`src/hw/rtl/adab_pkg.sv`:
```
`default_nettype none
package adab_pkg;

   // Relative velocity after saturation never needs more than 33 bits.
   localparam int DIFF_W = 33;
   localparam int SQ_W   = 2 * DIFF_W;
   localparam int ROOT_W = DIFF_W + 1;
   localparam int XY_W   = DIFF_W + 3;
   localparam int Z_W    = 34;

   localparam logic signed [Z_W-1:0] Q30_PI      = 34'sd3373259426;
   localparam logic signed [Z_W-1:0] Q30_HALF_PI = 34'sd1686629713;

   // atan(2^-i) in Q30, rounded to nearest.
   localparam logic signed [Z_W-1:0] ATAN_Q30 [32] = '{
      34'sd843314857, 34'sd497837829, 34'sd263043837, 34'sd133525159,
      34'sd67021687,  34'sd33543516,  34'sd16775851,  34'sd8388437,
      34'sd4194283,   34'sd2097149,   34'sd1048576,   34'sd524288,
      34'sd262144,    34'sd131072,    34'sd65536,     34'sd32768,
      34'sd16384,     34'sd8192,      34'sd4096,      34'sd2048,
      34'sd1024,      34'sd512,       34'sd256,       34'sd128,
      34'sd64,        34'sd32,        34'sd16,        34'sd8,
      34'sd4,         34'sd2,         34'sd1,         34'sd0
   };

   typedef struct packed {
      logic                   done;
      logic signed [XY_W-1:0] x;
      logic signed [XY_W-1:0] y;
      logic signed [Z_W-1:0]  z;
   } cordic_type;

endpackage
`default_nettype wire

```
`src/hw/rtl/adab_sqrt_step.sv`:
```
`default_nettype none
module adab_sqrt_step import adab_pkg::*; #(
   parameter int BIT = 0
) (
   input  wire logic [SQ_W-1:0]   rem_in_val,
   input  wire logic [ROOT_W-1:0] root_in_val,
   output logic      [SQ_W-1:0]   rem_out_val,
   output logic      [ROOT_W-1:0] root_out_val
);
   localparam int TW = SQ_W + 2;

   logic [TW-1:0] trial;
   logic [TW-1:0] rem_ext;

   // Setting this root bit grows the square by (root << (BIT+1)) + 4^BIT.
   always_comb begin
      trial   = (TW'(root_in_val) << (BIT + 1)) + (TW'(1) << (2 * BIT));
      rem_ext = TW'(rem_in_val);
      if (rem_ext >= trial) begin
         rem_out_val  = SQ_W'(rem_ext - trial);
         root_out_val = root_in_val | (ROOT_W'(1) << BIT);
      end else begin
         rem_out_val  = rem_in_val;
         root_out_val = root_in_val;
      end
   end
endmodule
`default_nettype wire

```
`config.mk`:
```
export PLATFORM = sky130hd
export DESIGN_NAME = adab_sqrt_step
export DESIGN_NICKNAME = d
export VERILOG_FILES = /design/src/hw/rtl/adab_pkg.sv /design/src/hw/rtl/adab_sqrt_step.sv
export SDC_FILE = /design/constraint.sdc
export NUM_CORES = 1
export LEC_CHECK = 0
export BUFFER_PORTS_ARGS = -buffer_cell sky130_fd_sc_hd__buf_2
export CAP_MARGIN = 20
export CORE_MARGIN = 2
export CORE_UTILIZATION = 48
export DETAILED_ROUTE_END_ITERATION = 16
export PLACE_DENSITY = 0.84
export SLEW_MARGIN = 40
export SYNTH_ARGS = -nofsm -noshare
export SYNTH_HDL_FRONTEND = slang
export SYNTH_SLANG_ARGS = --single-unit
```
`constraint.sdc`:
```
create_clock -name vclk -period 3.2
set_input_delay 0.16 -clock vclk [all_inputs]
set_output_delay 0.16 -clock vclk [all_outputs]
set_load 0.01 [all_outputs]
```
Yosys cells after proc, flatten, opt, wreduce, memory -nomap -nowiden
Index checks and enable logic that the tools add are counted.
{ "classes": {"add_sub_neg": 2, "n_mul": 0, "div_mod_pow": 0, "order_cmp": 1, "eq_ne": 0, "shift": 0, "muxes": 2, "n_bitwise": 0, "n_reduce_logical": 0} }
{ "ops": {"columns": ["op", "n"], "rows": [
  ["$ge 66x36->1", 1],
  ["$mux 66", 1],
  ["$sub 66x36->66", 1],
  ["$add 35x1->36 const B", 1],
  ["$mux 1", 1]
]} }
{ "totals": {"regBits": 0, "latch_bits": 0, "ramBits": 0, "rom_bits": 0, "in_bits": 100, "out_inout_bits": 100, "word_cells": 5, "n_memories": 0} }

Logic depth before layout (Yosys ltp)
Gate-level depths: netlist (run 1).
{ "depth": {"ltp_word": 3, "ltp_mapped": 12} }

Worst setup path after synthesis (run 1)
No wires, ideal clock.
{ "synth_timing": {"kind": "input to output", "from": "input root_in_val[0]", "to": "output rem_out_val[10]", "t_arrival_ns": 2.596, "slack_ns": 0.444, "path_stages": 11, "cell_sequence": "inv_1 -> fa_1 -> a21o_1 -> a221oi_2 -> a2111o_1 -> a21oi_2 -> a211oi_1 -> o211ai_1 -> buf_4 -> buf_2 -> a21oi_1"} }
{ "synth_between": {"elab_chain_cells": 3, "word_cells_on_any_way": 4, "classes_between": "add/sub: 2; order compare: 1; mux: 1"} }
{ "synth_rtl": {"columns": ["item", "line", "rtl"], "rows": [
  ["from (decl)", "adab_sqrt_step.sv:6", "input wire logic [ROOT_W-1:0] root_in_val,"],
  ["$add 35x1->36 (*)", "adab_sqrt_step.sv:17", "trial = (TW'(root_in_val) << (BIT + 1)) + (TW'(1) << (2 * BIT));"],
  ["$sub 66x36->66 / $ge 66x36->1 (equally long branches)", "adab_sqrt_step.sv:20, adab_sqrt_step.sv:19", null],
  ["$mux 66 (*)", "adab_sqrt_step.sv:19", "if (rem_ext >= trial) begin"],
  ["to (decl)", "adab_sqrt_step.sv:7", "output logic [SQ_W-1:0] rem_out_val,"]
]} }
Mark *: on every way between the ends. The rest lies on a longest branch, timed or not.

Worst setup path in the final report (run 1)
{ "layout_timing": {"from": "input root_in_val[3]", "to": "output rem_out_val[46]"} }
The elaborated chain is that of the path after synthesis.

==> results of run 1 <==
## through the flow
stage               hold slack (ps)  cell area, um2  TNS (ps)  util [%]  std cells
floorplan                       387            3800         0         -        580
global placement                518            4840         0      63.0        864
detailed placement              519            4840         0      63.0        864
CTS                             519            4840         0      63.0        864
global route                    521            4890      -231      63.7        865
finish                          518            4890         0      63.7        865
## Yosys cell counts (2+ instances only)
cell	instances
nand2b_1	4
ha_1	35
nor3_1	19
mux2_2	9
and4_1	3
a31o_2	2
and3_1	7
a21oi_2	4
inv_1	44
mux2_1	3
and2_1	6
or3_1	8
or4_1	3
a31oi_1	6
a211oi_1	7
a21oi_1	62
a21boi_0	2
a21o_1	19
o21ai_0	25
nor3b_1	3
nand4b_1	4
or2_2	2
buf_2	9
a221oi_1	2
nand2_1	46
xor2_1	21
nor4_2	3
and4b_1	2
o21a_1	2
nand3_1	21
o311ai_0	2
nor2_1	58
nand3b_1	3
clkbuf_1	3
nand4_1	11
nor4_1	8
o211ai_1	5
o21bai_1	4
buf_4	39
xnor2_1	43
## placed cells by master, fill, tap and decap left out, types with 8 or more instances in the layout
cell,synthesis,routed
nand4_1,11,11
a21o_1,19,19
nand3_1,21,21
a21oi_1,62,61
mux2_2,9,9
ha_1,35,32
nand2_1,46,46
nor3_1,19,18
inv_1,44,44
or3_1,8,8
o21ai_0,25,25
xnor2_1,43,43
buf_2,9,200
nor2_1,58,58
buf_4,39,33
xor2_1,21,21
nor4_1,8,8
## cell type report
cell class | instances | area share [%]
repair buffers | 234 | 25.9
multi-input cells | 485 | 68.1
inverters | 44 | 3.38
well taps | 102 | 2.61
## logic make-up (layout without fill, tap and decap cells)
group                    after synthesis  count (layout)  share of synthesized area, %
AO/OA/AOI/OAI                        158             158                          26.5
XOR/XNOR                              65              65                          15.2
adder cells (fa/ha/maj)               36              36                          12.0
buffers and inverters                 95             278                          13.5
multiplexers                          12              12                          3.55
AND/OR/NAND/NOR                      214             214                          29.2
## report_power, final
part	internal [uW]	leakage [uW]	switching (uW)
clock network	0	0	0
logic	431	0.00242	537
registers	0	0	0
## worst max path at each step
stage / from / slack, ps / depth (start not counted) / end
floorplan: root_in_val[0] / 440 / 11 / rem_out_val[10]
global placement: rem_in_val[1] / 170 / 11 / rem_out_val[31]
detailed placement: root_in_val[0] / 10 / 13 / rem_out_val[65]
CTS: root_in_val[11] / 100 / 12 / rem_out_val[28]
global route: root_in_val[11] / -30 / 13 / rem_out_val[14]
finish: root_in_val[3] / 70 / 12 / rem_out_val[46]
## routing by layer
metal / wire (um) / vias up / part of all wire, %
li1: - / 2428 / -
met1: 5650 / 2285 / 43
met2: 6330 / 226 / 49
met3: 782 / 24 / 6.0
met4: 260 / 0 / 2.0
met5: 0 / - / 0
## repair_timing
action                     CTS  global route
cloned                       0             0
gates resized for setup      1             9
pin swaps                    0             3
setup endpoints to repair    1            30
setup buffers                0             1
==> results.json, run 1 <==
{
  "nFlopsAndLatches": 0,
  "syn_inst": 580,
  "dieArea_um2": 8650,
  "period_share_pct": 97.8,
  "fin_nets": 901,
  "start_util_pct": 49.5,
  "grt-busiest-layer": "met2",
  "syn_area_um2": 3800,
  "syn_area_per_cell_um2": 6.56,
  "initialDrtViolationCount": 273,
  "synth_top_area_share_pct": 11.5,
  "min_to": "root_out_val[10]",
  "cap_violations": 0,
  "vias_per_cell": 5.74,
  "die-width_um": 93.0,
  "dr.pass1.iters": 5,
  "tightest_slew_ps": 648,
  "synthTopCellsByArea": "ha_1 (12%), xnor2_1 (9.9%), a21oi_1 (8.2%), buf_4 (7.7%), nor2_1 (5.7%)",
  "portBuffers": 200,
  "seq_area_um2": 0,
  "rows": 32,
  "slew_violations": 0,
  "coreArea_um2": 7690,
  "finalPower_uw": 968,
  "hold_viol_final": 0,
  "area_growth_pct": 28.7,
  "whs_path_depth": 2,
  "antenna_cells": 0,
  "wirelength_um": 13000,
  "synth_top_area_cell": "ha_1",
  "hold_path.startpoint": "root_in_val[10]",
  "met1_usage_pct": 38.2,
  "worstSetupPathType": "in2out",
  "vias": 4963,
  "wire_per_inst_um": 15.1,
  "vdd_drop_max_mv": 0.135,
  "crit_buf_inv": 3,
  "die-height_um": 93.0,
  "arrival_ps": 2970,
  "grtUsageMet3_pct": 0.645,
  "drc_errors": 0,
  "path_cells": "buf_2 -> inv_1 -> ha_1 -> nand2_1 -> or3_1 -> nor3_1 -> a31o_1 -> nor4_4 -> a21o_1 -> or4_4 -> xnor2_2 -> buf_2",
  "yosys_warnings": 0,
  "layout-drive-gt1-share_pct": 35.5,
  "min_period_ps": 3130,
  "grt_pass1_wl_um": 20700,
  "nFillCells": 744,
  "track_usage_pct": 28.1,
  "met2_usage_pct": 49.7,
  "first_global_vias": 4551,
  "grt_max_degree": 35,
  "status": "complete, no violations",
  "slowest_delay_ps": 530,
  "grt_overflow": 0,
  "multi_input_area_um2": 3330,
  "crit_path_max_fanout": 5,
  "cp_common_cell": "buf_2",
  "io-pin-count": 200,
  "setup_slack_ps": 69.5,
  "startpoint_type": "primary input",
  "drtAntennaViolNets": 0,
  "ys_types": 61,
  "setup_viol": 0,
  "syn_nets": 716,
  "ys_seq_area_share_pct": 0,
  "cts_hold_buf": 0,
  "hp-class": "in2out",
  "cp_top_family": "simple AND/OR/NAND/NOR gates",
  "required_ps": 3040,
  "clock_buffers": 0,
  "routabilityCongestion": 0.994,
  "max-slew-margin-rel_pct": 56.4,
  "max_freq_mhz": 319,
  "rsz0062_at_grt": "true",
  "cp_slowest_cell": "or4_4",
  "cp-end-kind": "output pin",
  "antenna_found_initial": 0,
  "dpl.hpwl_um": 11200,
  "p_leak_uw": 0.00242,
  "power.density_nw_per_um2": 198,
  "place_ws_ps": 12.4
}
(Power assumes the default switching activity.)
==> run 2, diff against run 1 <==
--- a/config.mk
+++ b/config.mk
@@ -7,11 +7,10 @@
 export LEC_CHECK = 0
 export BUFFER_PORTS_ARGS = -buffer_cell sky130_fd_sc_hd__buf_2
 export CAP_MARGIN = 20
-export CORE_MARGIN = 2
 export CORE_UTILIZATION = 48
 export DETAILED_ROUTE_END_ITERATION = 16
 export PLACE_DENSITY = 0.84
-export SLEW_MARGIN = 40
+export SLEW_MARGIN = 5
 export SYNTH_ARGS = -nofsm -noshare
 export SYNTH_HDL_FRONTEND = slang
 export SYNTH_SLANG_ARGS = --single-unit
==> run 2 against run 1 <==
Total power decreased by 1.8%; sequential share of layout area unchanged; routed wire length decreased by 4.5%; die area decreased by 4.3%; via count decreased by 0.28%; sequential cell count unchanged; worst hold slack got worse by 1.3 ps; design area decreased by 1.2%; global-route usage decreased by 0.23 points; largest cell class unchanged.
==> results.json, run 2 (synthesis results as in run 1) <==
{
  "arrival_ps": 2940,
  "dr.pass1.iters": 5,
  "status": "complete, no violations",
  "routed.top_layer": "met4",
  "grt_overflow": 0,
  "coreArea_um2": 7690,
  "die-height_um": 91.0,
  "max-slew-margin-rel_pct": 53.9,
  "path_cells": "buf_2 -> inv_1 -> ha_1 -> nand2_1 -> o311ai_1 -> a211oi_2 -> nor4_2 -> nor3b_1 -> o22a_2 -> nand2_1 -> xnor2_1 -> buf_2",
  "cp-end-kind": "output pin",
  "startpoint_type": "primary input",
  "antenna_cells": 0,
  "cp_slowest_cell": "o311ai_1",
  "cp_top_family": "compound AO/OA/AOI/OAI gates",
  "area_growth_pct": 27.2,
  "initialDrtViolationCount": 419,
  "wirelength_um": 12400,
  "routabilityCongestion": 0.922,
  "drtAntennaViolNets": 0,
  "tightest_slew_ps": 684,
  "dp.cells": 859,
  "hp-class": "in2out",
  "io-pin-count": 200,
  "met3_length_um": 834,
  "fin_nets": 896,
  "final_common_cell": "buf_2",
  "required_ps": 3040,
  "dieArea_um2": 8280,
  "slew_violations": 0,
  "p_leak_uw": 0.00240,
  "cap_violations": 0,
  "grt_max_degree": 39,
  "crit_path_max_fanout": 7,
  "grt_pass1_wl_um": 19800,
  "period_share_pct": 97.0,
  "portBuffers": 200,
  "nFillCells": 746,
  "dpl.hpwl_um": 10600,
  "layout-drive-gt1-share_pct": 34.6,
  "max_freq_mhz": 322,
  "layout_common_cells": "buf_2 (200), a21oi_1 (62), nor2_1 (58)",
  "wire_per_inst_um": 14.5,
  "utilization_pct": 62.9,
  "rows": 32,
  "first_global_vias": 4411,
  "start_util_pct": 49.5,
  "crit_buf_inv": 3,
  "drc_errors": 0,
  "vias_per_cell": 5.75,
  "instances_no_fill": 860,
  "vias": 4949,
  "slowest_delay_ps": 600,
  "setup_viol": 0,
  "vdd_drop_max_mv": 0.117,
  "hold_viol_final": 0,
  "cts_hold_buf": 0,
  "min_period_ps": 3100,
  "die-width_um": 91.0,
  "finalPower_uw": 951,
  "power.density_nw_per_um2": 197,
  "nFlopsAndLatches": 0,
  "dr_wl_met2_um": 5890,
  "seq_area_um2": 0,
  "wl_met1_um": 5530,
  "track_usage_pct": 27.8,
  "clock_buffers": 0,
  "worstSetupPathType": "in2out",
  "antenna_found_initial": 0
}
==> run 2: changes by cell type in the layout (fill, tap and decap cells not counted), moves of 2 or more <==
cell | previous run | this run
ha_1 | 32 | 35
a221oi_2 | 0 | 2
buf_4 | 33 | 28
ha_2 | 3 | 0
==> run 2: cell type report <==
cell class                 count  area, um2  share of cell area (%)
timing repair buffer         229       1230                    25.5
multi-input combinational    485       3310                    68.5
tap                          102        128                    2.64
inverter                      44        165                    3.42
==> run 2: metal layers <==
layer	GRT usage, %	up-vias
met5	0	-
met4	5.29	0
met3	0.754	18
met2	48.7	247
met1	38.2	2273
li1	-	2411
==> run 2: metrics by stage <==
stage | setup WS (ps) | hold WS [ps] | area, um2 | TNS [ps]
global placement | -30.1 | 519 | 4800 | -62.8
finish | 95.9 | 517 | 4840 | 0
floorplan | 444 | 387 | 3800 | 0
global route | -8.28 | 522 | 4840 | -8.28
detailed placement | -101 | 518 | 4800 | -570
CTS | 33.9 | 518 | 4820 | 0
==> run 2: where the power goes <==
group	switching, uW	internal [uW]
logic	531	420
registers	0	0
clock network	0	0
total	531	420
==> run 2: worst paths after layout <==
path | startpoint | to | slack (ps) | cells after the start
hold / removal | root_in_val[25] | root_out_val[25] | 520 | 2
setup / recovery | root_in_val[3] | rem_out_val[37] | 100 | 12
==> run 2: repair_timing <==
item	in CTS	in global routing
pin swaps	0	1
setup endpoints to repair	8	19
buffers inserted	0	1
gates resized for setup	2	5
