File: src/hw/rtl/adab_pkg.sv
`default_nettype none
package adab_pkg;

   // Relative velocity after saturation never needs more than 33 bits.
   localparam int DIFF_W = 33;
   localparam int SQ_W   = 2 * DIFF_W;
   localparam int ROOT_W = DIFF_W + 1;
   localparam int XY_W   = DIFF_W + 3;
   localparam int Z_W    = 34;

   localparam logic signed [Z_W-1:0] Q30_PI      = 34'sd3373259426;
   localparam logic signed [Z_W-1:0] Q30_HALF_PI = 34'sd1686629713;

   // atan(2^-i) in Q30, rounded to nearest.
   localparam logic signed [Z_W-1:0] ATAN_Q30 [32] = '{
      34'sd843314857, 34'sd497837829, 34'sd263043837, 34'sd133525159,
      34'sd67021687,  34'sd33543516,  34'sd16775851,  34'sd8388437,
      34'sd4194283,   34'sd2097149,   34'sd1048576,   34'sd524288,
      34'sd262144,    34'sd131072,    34'sd65536,     34'sd32768,
      34'sd16384,     34'sd8192,      34'sd4096,      34'sd2048,
      34'sd1024,      34'sd512,       34'sd256,       34'sd128,
      34'sd64,        34'sd32,        34'sd16,        34'sd8,
      34'sd4,         34'sd2,         34'sd1,         34'sd0
   };

   typedef struct packed {
      logic                   done;
      logic signed [XY_W-1:0] x;
      logic signed [XY_W-1:0] y;
      logic signed [Z_W-1:0]  z;
   } cordic_type;

endpackage
`default_nettype wire

File: src/hw/rtl/adab_cordic_step.sv
`default_nettype none
module adab_cordic_step import adab_pkg::*; #(
   parameter int IDX = 0
) (
   input  wire cordic_type cin,
   output cordic_type      cout
);
   logic signed [XY_W-1:0] xs;
   logic signed [XY_W-1:0] ys;

   always_comb begin
      xs   = cin.x >>> IDX;
      ys   = cin.y >>> IDX;
      cout = cin;
      if (!cin.done) begin
         if (cin.y > 0) begin
            cout.x = cin.x + ys;
            cout.y = cin.y - xs;
            cout.z = cin.z + ATAN_Q30[IDX];
         end else begin
            cout.x = cin.x - ys;
            cout.y = cin.y + xs;
            cout.z = cin.z - ATAN_Q30[IDX];
         end
      end
   end
endmodule
`default_nettype wire

File: config.mk
export PLATFORM = sky130hd
export DESIGN_NAME = adab_cordic_step
export DESIGN_NICKNAME = d
export VERILOG_FILES = /design/src/hw/rtl/adab_pkg.sv /design/src/hw/rtl/adab_cordic_step.sv
export SDC_FILE = /design/constraint.sdc
export NUM_CORES = 1
export LEC_CHECK = 0
export ABC_AREA = 1
export BUFFER_PORTS_ARGS = -buffer_cell sky130_fd_sc_hd__buf_2
export CAP_MARGIN = 30
export CORE_ASPECT_RATIO = 1.25
export CORE_MARGIN = 2
export CORE_UTILIZATION = 45
export DETAILED_ROUTE_END_ITERATION = 16
export PLACE_DENSITY = 0.69
export SLEW_MARGIN = 10
export SYNTH_ARGS = -nofsm -noshare
export SYNTH_HDL_FRONTEND = slang
export SYNTH_SLANG_ARGS = --single-unit
File: constraint.sdc
create_clock -name vclk -period 3.2
set_input_delay 0 -clock vclk [all_inputs]
set_output_delay 0 -clock vclk [all_outputs]
set_load 0.01 [all_outputs]
[Word-level counts from Yosys, hierarchy flattened]
Cells that the tools add are included.
Widths: inputs -> output; s select.
Cells by class
  add/subtract/negate cells: 5
  magnitude comparators: 1
  multiplexer cells: 2
Operator list (number)
  $mux 106: 2
  $sub 36x36->36: 2
  $add 36x36->36: 1
  $gt 36x1->1 const B: 1
  $add 34x31->34 const B: 1
  $sub 34x31->34 const B: 1
Word-level totals
  register bits after elaboration: 0
  bits of input ports: 107
  output and inout port bits: 107
  logic and storage cells: 8

[Depth between registers and ports, before layout]
Gate-level depths: netlist of run 1.
  depth after elaboration: 3
  depth in mapped cells: 21
  mapped depth without buffers: 20

[Worst setup path after synthesis of run 1]
No wires, ideal clock.
  kind: input port to output port
  start point: input port cin[35] (netlist bit)
  end point: output port cout[22] (netlist bit)
  arrival time: 2.598 ns
  data required time: 3.200 ns
  path slack: 0.602 ns
  stages on the path: 17
  buffers on the path: 1
  cell sequence: inv_1 > nand3_1 > nor2_1 > nand3_1 > nor2_1 > nor2_2 > clkbuf_1 > ha_1 > a21oi_1 > o21ai_2 > a21boi_2 > o21ai_1 > nand2_1 > nand2_1 > or2_2 > nand3_1 > nand2_1
RTL lines
  start, declared: RTL line adab_cordic_step.sv:5  | input wire cordic_type cin,
  end, declared: RTL line adab_cordic_step.sv:6  | output cordic_type cout

==> impl_metrics.prom, run 1 <==
# TYPE chip_impl_metric gauge
chip_impl_metric{name="syn_area",unit="mm2"} 0.0116
chip_impl_metric{name="first_pass_grt_wire_length",unit="mm"} 75.8
chip_impl_metric{name="worst-endpoint-arrival",unit="ns"} 3.00
chip_impl_metric{name="mappedNetlistNets",unit=""} 2531
chip_impl_info{name="yosysMostFrequentCell",value="nand2_1"} 1
chip_impl_metric{name="antenna_found_initial",unit=""} 0
chip_impl_metric{name="endpoint_required_time_on_the_critical_path",unit="ns"} 3.20
chip_impl_metric{name="maximum_number_of_pins_on_one_net_before_global_route_repair",unit=""} 56
chip_impl_metric{name="core",unit="mm2"} 0.0253
chip_impl_metric{name="globalRouteOverflowTotal",unit=""} 0
chip_impl_metric{name="worst-path-max-fanout",unit=""} 17
chip_impl_metric{name="die_w",unit="um"} 148
chip_impl_info{name="yosys-top-cells-count",value="nand2_1 (800), inv_1 (319), nor2_1 (207), nand3_1 (189), a21oi_1 (149)"} 1
chip_impl_metric{name="min_delay_path_depth",unit=""} 4
chip_impl_metric{name="register_area",unit="um2"} 0
chip_impl_metric{name="hold_violations",unit=""} 0
chip_impl_metric{name="fp.dieH",unit="um"} 183
chip_impl_info{name="netlist_top_cells_area",value="nand2_1 (26%), ha_1 (15%), inv_1 (10%), nand3_1 (8.2%), nor2_1 (6.7%)"} 1
chip_impl_metric{name="postCtsSetupBuffers",unit=""} 0
chip_impl_metric{name="max_freq",unit="MHz"} 333
chip_impl_metric{name="drt-pass1-iter-count",unit=""} 8
chip_impl_info{name="min_from",value="cin[32]"} 1
chip_impl_info{name="yosys.area.top_type",value="nand2_1"} 1
chip_impl_metric{name="proportion_of_netlist_area_held_by_the_largest_area_contributor",unit="%"} 25.9
chip_impl_metric{name="p_leak",unit="nW"} 7.62
chip_impl_metric{name="max_cap_violations",unit=""} 0
chip_impl_info{name="timing.hold.worst.class",value="in -> out"} 1
chip_impl_metric{name="max_stage_delay",unit="ns"} 0.31
chip_impl_metric{name="first_global_vias",unit=""} 14100
chip_impl_metric{name="max_slew.worst_pin.slew",unit="ns"} 0.763
chip_impl_metric{name="power.ir.vdd_worst",unit="V"} 0.000122
chip_impl_metric{name="critPathBufInv",unit=""} 6
chip_impl_metric{name="dr.first_iter.drc_count",unit=""} 1141
chip_impl_info{name="path_cells",value="buf_2, inv_1, nand3_1, nor2_1, nand3_1, o21bai_4, buf_12, ha_1, a21oi_2, inv_1, nor2_1, nand2_1, a21oi_2, inv_1, or2_2, nand3_1, nand2_1, buf_2"} 1
chip_impl_metric{name="synth_cell_type_count",unit=""} 47
chip_impl_metric{name="synthesis.area_per_instance",unit="um2"} 5.08
chip_impl_info{name="critical_path.endpoint_type",value="output port"} 1
chip_impl_metric{name="final_period_minus_worst_setup_slack",unit="ns"} 3.00
chip_impl_metric{name="post-dp-hpwl",unit="mm"} 43.0
chip_impl_metric{name="synth_seq_area_share",unit="%"} 0
chip_impl_metric{name="yosysWarnings",unit=""} 0
chip_impl_metric{name="nFlopsAndLatches",unit=""} 0
chip_impl_metric{name="num-nets-final",unit=""} 2743
chip_impl_metric{name="finalSetupViolations",unit=""} 0
chip_impl_metric{name="place_area",unit="mm2"} 0.0132
chip_impl_metric{name="relSlewSlack",unit="%"} 49.1
chip_impl_info{name="status",value="completed"} 1
chip_impl_metric{name="n_clock_buffer",unit=""} 0
chip_impl_metric{name="wl_per_cell",unit="um"} 17.7
chip_impl_metric{name="postRouteWirelength",unit="mm"} 50.1
chip_impl_info{name="unrepaired_setup_endpoints_after_global_routing",value="yes"} 1
chip_impl_metric{name="post-route-period-util",unit="%"} 93.9
chip_impl_metric{name="remaining_drc_errors",unit=""} 0
chip_impl_metric{name="timing.setup.tns",unit="ns"} 0
chip_impl_metric{name="numPortBuffers",unit=""} 214
chip_impl_metric{name="io_pins",unit=""} 214
chip_impl_metric{name="antenna-diode-count",unit=""} 0
chip_impl_info{name="critical-path-slowest-cell",value="o21bai_4"} 1
chip_impl_metric{name="start_util",unit="%"} 45.9
chip_impl_metric{name="final_layout_size_suffix_gt1_share",unit="%"} 16.7
chip_impl_metric{name="fill_cells",unit=""} 2897
chip_impl_info{name="min_to",value="cout[32]"} 1
chip_impl_metric{name="synth_cells",unit=""} 2283
chip_impl_metric{name="dr_total_vias",unit=""} 15300
chip_impl_metric{name="place.detailed.instances",unit=""} 2828
chip_impl_metric{name="timing.final.max_slew_violations",unit=""} 0
chip_impl_metric{name="fin_area",unit="mm2"} 0.0132
chip_impl_info{name="category_of_cells_accounting_for_the_largest_share_of_critical_path_delay",value="simple AND/OR/NAND/NOR gates"} 1
chip_impl_metric{name="placementRows",unit=""} 65
chip_impl_info{name="criticalPathCategory",value="in -> out"} 1
chip_impl_info{name="critPathLaunchType",value="input pin"} 1
chip_impl_metric{name="detail_route.vias_per_cell",unit=""} 5.42
chip_impl_metric{name="fp.dieArea",unit="mm2"} 0.0271
chip_impl_metric{name="grt.total_usage",unit="%"} 35.5
chip_impl_metric{name="area_growth",unit="%"} 14.2
chip_impl_metric{name="finalWeightedCongestion",unit=""} 1.06
chip_impl_metric{name="power_density",unit="mW/mm2"} 212
chip_impl_metric{name="final_cells",unit=""} 2828
chip_impl_metric{name="ant_nets",unit=""} 0
-- per-stage QoR --
step / power (mW) / setup slack, ns / hold slack (ns) / utilization [%]
5_1_grt: 3.07 / -0.0157 / 0.324 / 52.3
4_1_cts: 2.75 / 0.0196 / 0.304 / 52.1
6_report: 2.80 / 0.197 / 0.299 / 52.3
2_1_floorplan: 1.81 / 0.602 / 0.0877 / -
3_5_place_dp: 2.73 / 0.0108 / 0.305 / 52.1
3_3_place_gp: 2.71 / 0.0149 / 0.307 / 52.1
-- logic make-up (layout without fill, tap and decap cells) --
group	after synthesis	in the layout	share of synthesized area (%)
buffers and inverters	408	618	14.9
and+or+nand+nor	1328	1328	48.6
AOI/OAI and AO/OA	359	359	17.4
adders and majority gates	141	141	15.5
xor gates and xnor gates	47	47	3.61
-- metal layers --
| layer | GRT usage, % | part of all wire, % | up-vias |
|---|---|---|---|
| met2 | 64.4 | 48 | 685 |
| li1 | - | - | 7655 |
| met1 | 44.4 | 41 | 6896 |
| met4 | 13.2 | 4.5 | 0 |
| met5 | 0 | 0 | - |
| met3 | 1.29 | 6.5 | 100 |
-- area by class of cell --
cell class | count | area [um2] | area share [%]
inverter | 336 | 1260 | 9.54
multi-input combinational | 1875 | 9940 | 75.1
tap | 335 | 419 | 3.17
timing repair buffer | 282 | 1620 | 12.2
-- how the worst max path moves through the flow --
stage | from | to | slack, ns | cells after the start
5_1_grt | cin[52] | cout[23] | -0.02 | 20
2_1_floorplan | cin[35] | cout[22] | 0.60 | 17
4_1_cts | cin[47] | cout[32] | 0.02 | 19
6_report | cin[35] | cout[11] | 0.20 | 18
3_3_place_gp | cin[67] | cout[23] | 0.01 | 20
3_5_place_dp | cin[47] | cout[23] | 0.01 | 19
-- report_power, final --
part	internal, mW	leakage, nW	total [mW]	switching (mW)
sequential	0	0	0	0
combinational	0.942	7.62	2.80	1.86
clock	0	0	0	0
total	0.942	7.62	2.80	1.86
-- cells in the final DEF, fill, tap and decap left out, types with 13 or more instances in the layout --
master,n
nand2_1,799
inv_1,318
buf_2,214
nor2_1,202
nand3_1,189
a21oi_1,145
ha_1,137
o21ai_0,102
buf_4,65
xor2_1,39
nor2_2,27
o21ai_1,27
nand2_2,24
o21bai_1,22
nand4_1,19
nor3_1,18
inv_2,16
o211ai_1,14
a21oi_2,13
-- repair_timing --
| item | CTS | global route |
|---|---|---|
| pin swaps | 0 | 0 |
| endpoints found under the setup margin | 1 | 23 |
| gates resized for setup | 2 | 20 |
| hold buffers | 0 | 0 |
(Power assumes the default switching activity.)
==> run 2: changes to the inputs <==
--- a/config.mk
+++ b/config.mk
@@ -13,6 +13,7 @@
 export CORE_UTILIZATION = 45
 export DETAILED_ROUTE_END_ITERATION = 16
 export PLACE_DENSITY = 0.69
+export SETUP_SLACK_MARGIN = 0.3
 export SLEW_MARGIN = 10
 export SYNTH_ARGS = -nofsm -noshare
 export SYNTH_HDL_FRONTEND = slang
==> run 2 against run 1 <==
Combinational power is 6% higher. Critical path depth is 1 higher. Hold slack better by 0.0058 ns. Power is 6.1% higher. Worst setup slack better by 0.24 ns. Die area stayed put. Design area is 5.5% higher. Via count is 0.83% higher. Non-clock buffer count is 10 higher. Sequential share of layout area stayed put. Global-route usage is 0.15 points higher. Flip-flop and latch count stayed put. Critical path type unchanged.
==> impl_metrics.prom, run 2 (synthesis results as in run 1) <==
# TYPE chip_impl_metric gauge
chip_impl_metric{name="first_pass_grt_wire_length",unit="mm"} 76.1
chip_impl_metric{name="num-nets-final",unit=""} 2753
chip_impl_metric{name="nFlopsAndLatches",unit=""} 0
chip_impl_metric{name="power.ir.vdd_worst",unit="V"} 0.000133
chip_impl_metric{name="finalWeightedCongestion",unit=""} 1.06
chip_impl_metric{name="start_util",unit="%"} 45.9
chip_impl_metric{name="drt-pass1-iter-count",unit=""} 6
chip_impl_metric{name="gr-usage-met2",unit="%"} 64.7
chip_impl_metric{name="io_pins",unit=""} 214
chip_impl_metric{name="global_route.usage.met3",unit="%"} 1.12
chip_impl_metric{name="fp.dieH",unit="um"} 183
chip_impl_metric{name="antenna_found_initial",unit=""} 0
chip_impl_metric{name="dr_total_vias",unit=""} 15500
chip_impl_metric{name="power_density",unit="mW/mm2"} 213
chip_impl_info{name="globalRoute.busiestLayer",value="met2"} 1
chip_impl_metric{name="post-route-period-util",unit="%"} 86.3
chip_impl_metric{name="globalRouteMet1Util",unit="%"} 44.6
chip_impl_metric{name="maximum_number_of_pins_on_one_net_before_global_route_repair",unit=""} 56
chip_impl_metric{name="cts.hold.buffers_added",unit=""} 0
chip_impl_metric{name="final_period_minus_worst_setup_slack",unit="ns"} 2.76
chip_impl_metric{name="timing.setup.tns",unit="ns"} 0
chip_impl_metric{name="fin_total_pwr",unit="mW"} 2.97
chip_impl_metric{name="worst-path-max-fanout",unit=""} 7
chip_impl_metric{name="worst_hold_slack",unit="ns"} 0.305
chip_impl_metric{name="final_layout_size_suffix_gt1_share",unit="%"} 20.9
chip_impl_metric{name="core",unit="mm2"} 0.0253
chip_impl_metric{name="max_freq",unit="MHz"} 362
chip_impl_metric{name="die_w",unit="um"} 148
chip_impl_metric{name="post-dp-hpwl",unit="mm"} 43.0
chip_impl_metric{name="register_area",unit="um2"} 0
chip_impl_metric{name="hold_violations",unit=""} 0
chip_impl_metric{name="fp.dieArea",unit="mm2"} 0.0271
chip_impl_metric{name="relSlewSlack",unit="%"} 49.8
chip_impl_metric{name="placementRows",unit=""} 65
chip_impl_info{name="criticalPathCategory",value="in -> out"} 1
chip_impl_metric{name="finalSetupViolations",unit=""} 0
chip_impl_metric{name="globalRouteOverflowTotal",unit=""} 0
chip_impl_metric{name="dr.first_iter.drc_count",unit=""} 1159
chip_impl_metric{name="worst-endpoint-arrival",unit="ns"} 2.76
chip_impl_metric{name="ant_nets",unit=""} 0
chip_impl_metric{name="n_clock_buffer",unit=""} 0
chip_impl_info{name="status",value="completed"} 1
chip_impl_metric{name="wl_per_cell",unit="um"} 18.0
chip_impl_info{name="critical_path.endpoint_type",value="output port"} 1
chip_impl_info{name="critPathLaunchType",value="input pin"} 1
chip_impl_metric{name="timing.final.max_slew_violations",unit=""} 0
chip_impl_metric{name="p_leak",unit="nW"} 7.73
chip_impl_metric{name="postRouteWirelength",unit="mm"} 51.0
chip_impl_info{name="most-common-layout-cells",value="nand2_1 (782), inv_1 (313), buf_2 (214), nor2_1 (189), nand3_1 (186)"} 1
chip_impl_metric{name="grt.total_usage",unit="%"} 35.6
chip_impl_metric{name="antenna-diode-count",unit=""} 0
chip_impl_metric{name="numPortBuffers",unit=""} 214
chip_impl_metric{name="endpoint_required_time_on_the_critical_path",unit="ns"} 3.20
chip_impl_metric{name="max_slew.worst_pin.slew",unit="ns"} 0.754
chip_impl_info{name="mostFrequentLayoutCell",value="nand2_1"} 1
chip_impl_metric{name="detail_route.vias_per_cell",unit=""} 5.45
chip_impl_metric{name="area_growth",unit="%"} 20.5
chip_impl_metric{name="remaining_drc_errors",unit=""} 0
chip_impl_metric{name="first_global_vias",unit=""} 14200
chip_impl_info{name="unrepaired_setup_endpoints_after_global_routing",value="yes"} 1
chip_impl_metric{name="max_cap_violations",unit=""} 0
chip_impl_info{name="timing.hold.worst.class",value="in -> out"} 1
[run 2: cell type report]
| class | count | area (um2) |
|---|---|---|
| fillers | 2766 | 11300 |
| inverters | 336 | 1260 |
| multi-input cells | 1875 | 10500 |
| well taps | 335 | 419 |
| repair buffers | 292 | 1750 |
[run 2: routing by layer]
metal	vias up	wire length [um]
met2	655	24600
li1	7675	-
met4	0	2470
met5	-	0
met1	7028	20700
met3	105	3230
[run 2: timing repair]
action,in CTS,in global routing
buffers inserted,4,5
gates resized for setup,23,133
endpoints found under the setup margin,24,26
pin swaps,3,31
gates cloned,1,0
[run 2: metrics by stage]
stage	area [um2]	setup slack, ns	cells	utilization [%]
floorplan	11600	0.602	2283	-
global placement	13200	0.0149	2828	52.1
detailed placement	13200	0.0108	2828	52.1
CTS	13300	0.304	2833	52.7
global route	14000	0.195	2838	55.2
finish	14000	0.437	2838	55.2
[run 2: final timing paths]
path	startpoint	end	depth (start not counted)
setup / recovery	cin[47]	cout[11]	19
hold / removal	cin[26]	cout[26]	4
[run 2: report_power, final]
group          switching, mW  leakage, nW  internal, mW
clock                      0            0             0
combinational           1.94         7.73          1.04
sequential                 0            0             0
[run 2: critical path: stages]
cell and delay, ns:
buf_2 0.12, inv_1 0.12, nand4_1 0.18, nor2_4 0.24, nand3_4 0.13, o21bai_4 0.18
buf_12 0.14, buf_12 0.14, ha_4 0.23, a21oi_4 0.13, inv_1 0.06, nor2_1 0.15
nand2_2 0.11, a21oi_2 0.18, inv_1 0.12, or2_2 0.28, nand3_1 0.07, nand2_1 0.05
buf_2 0.13
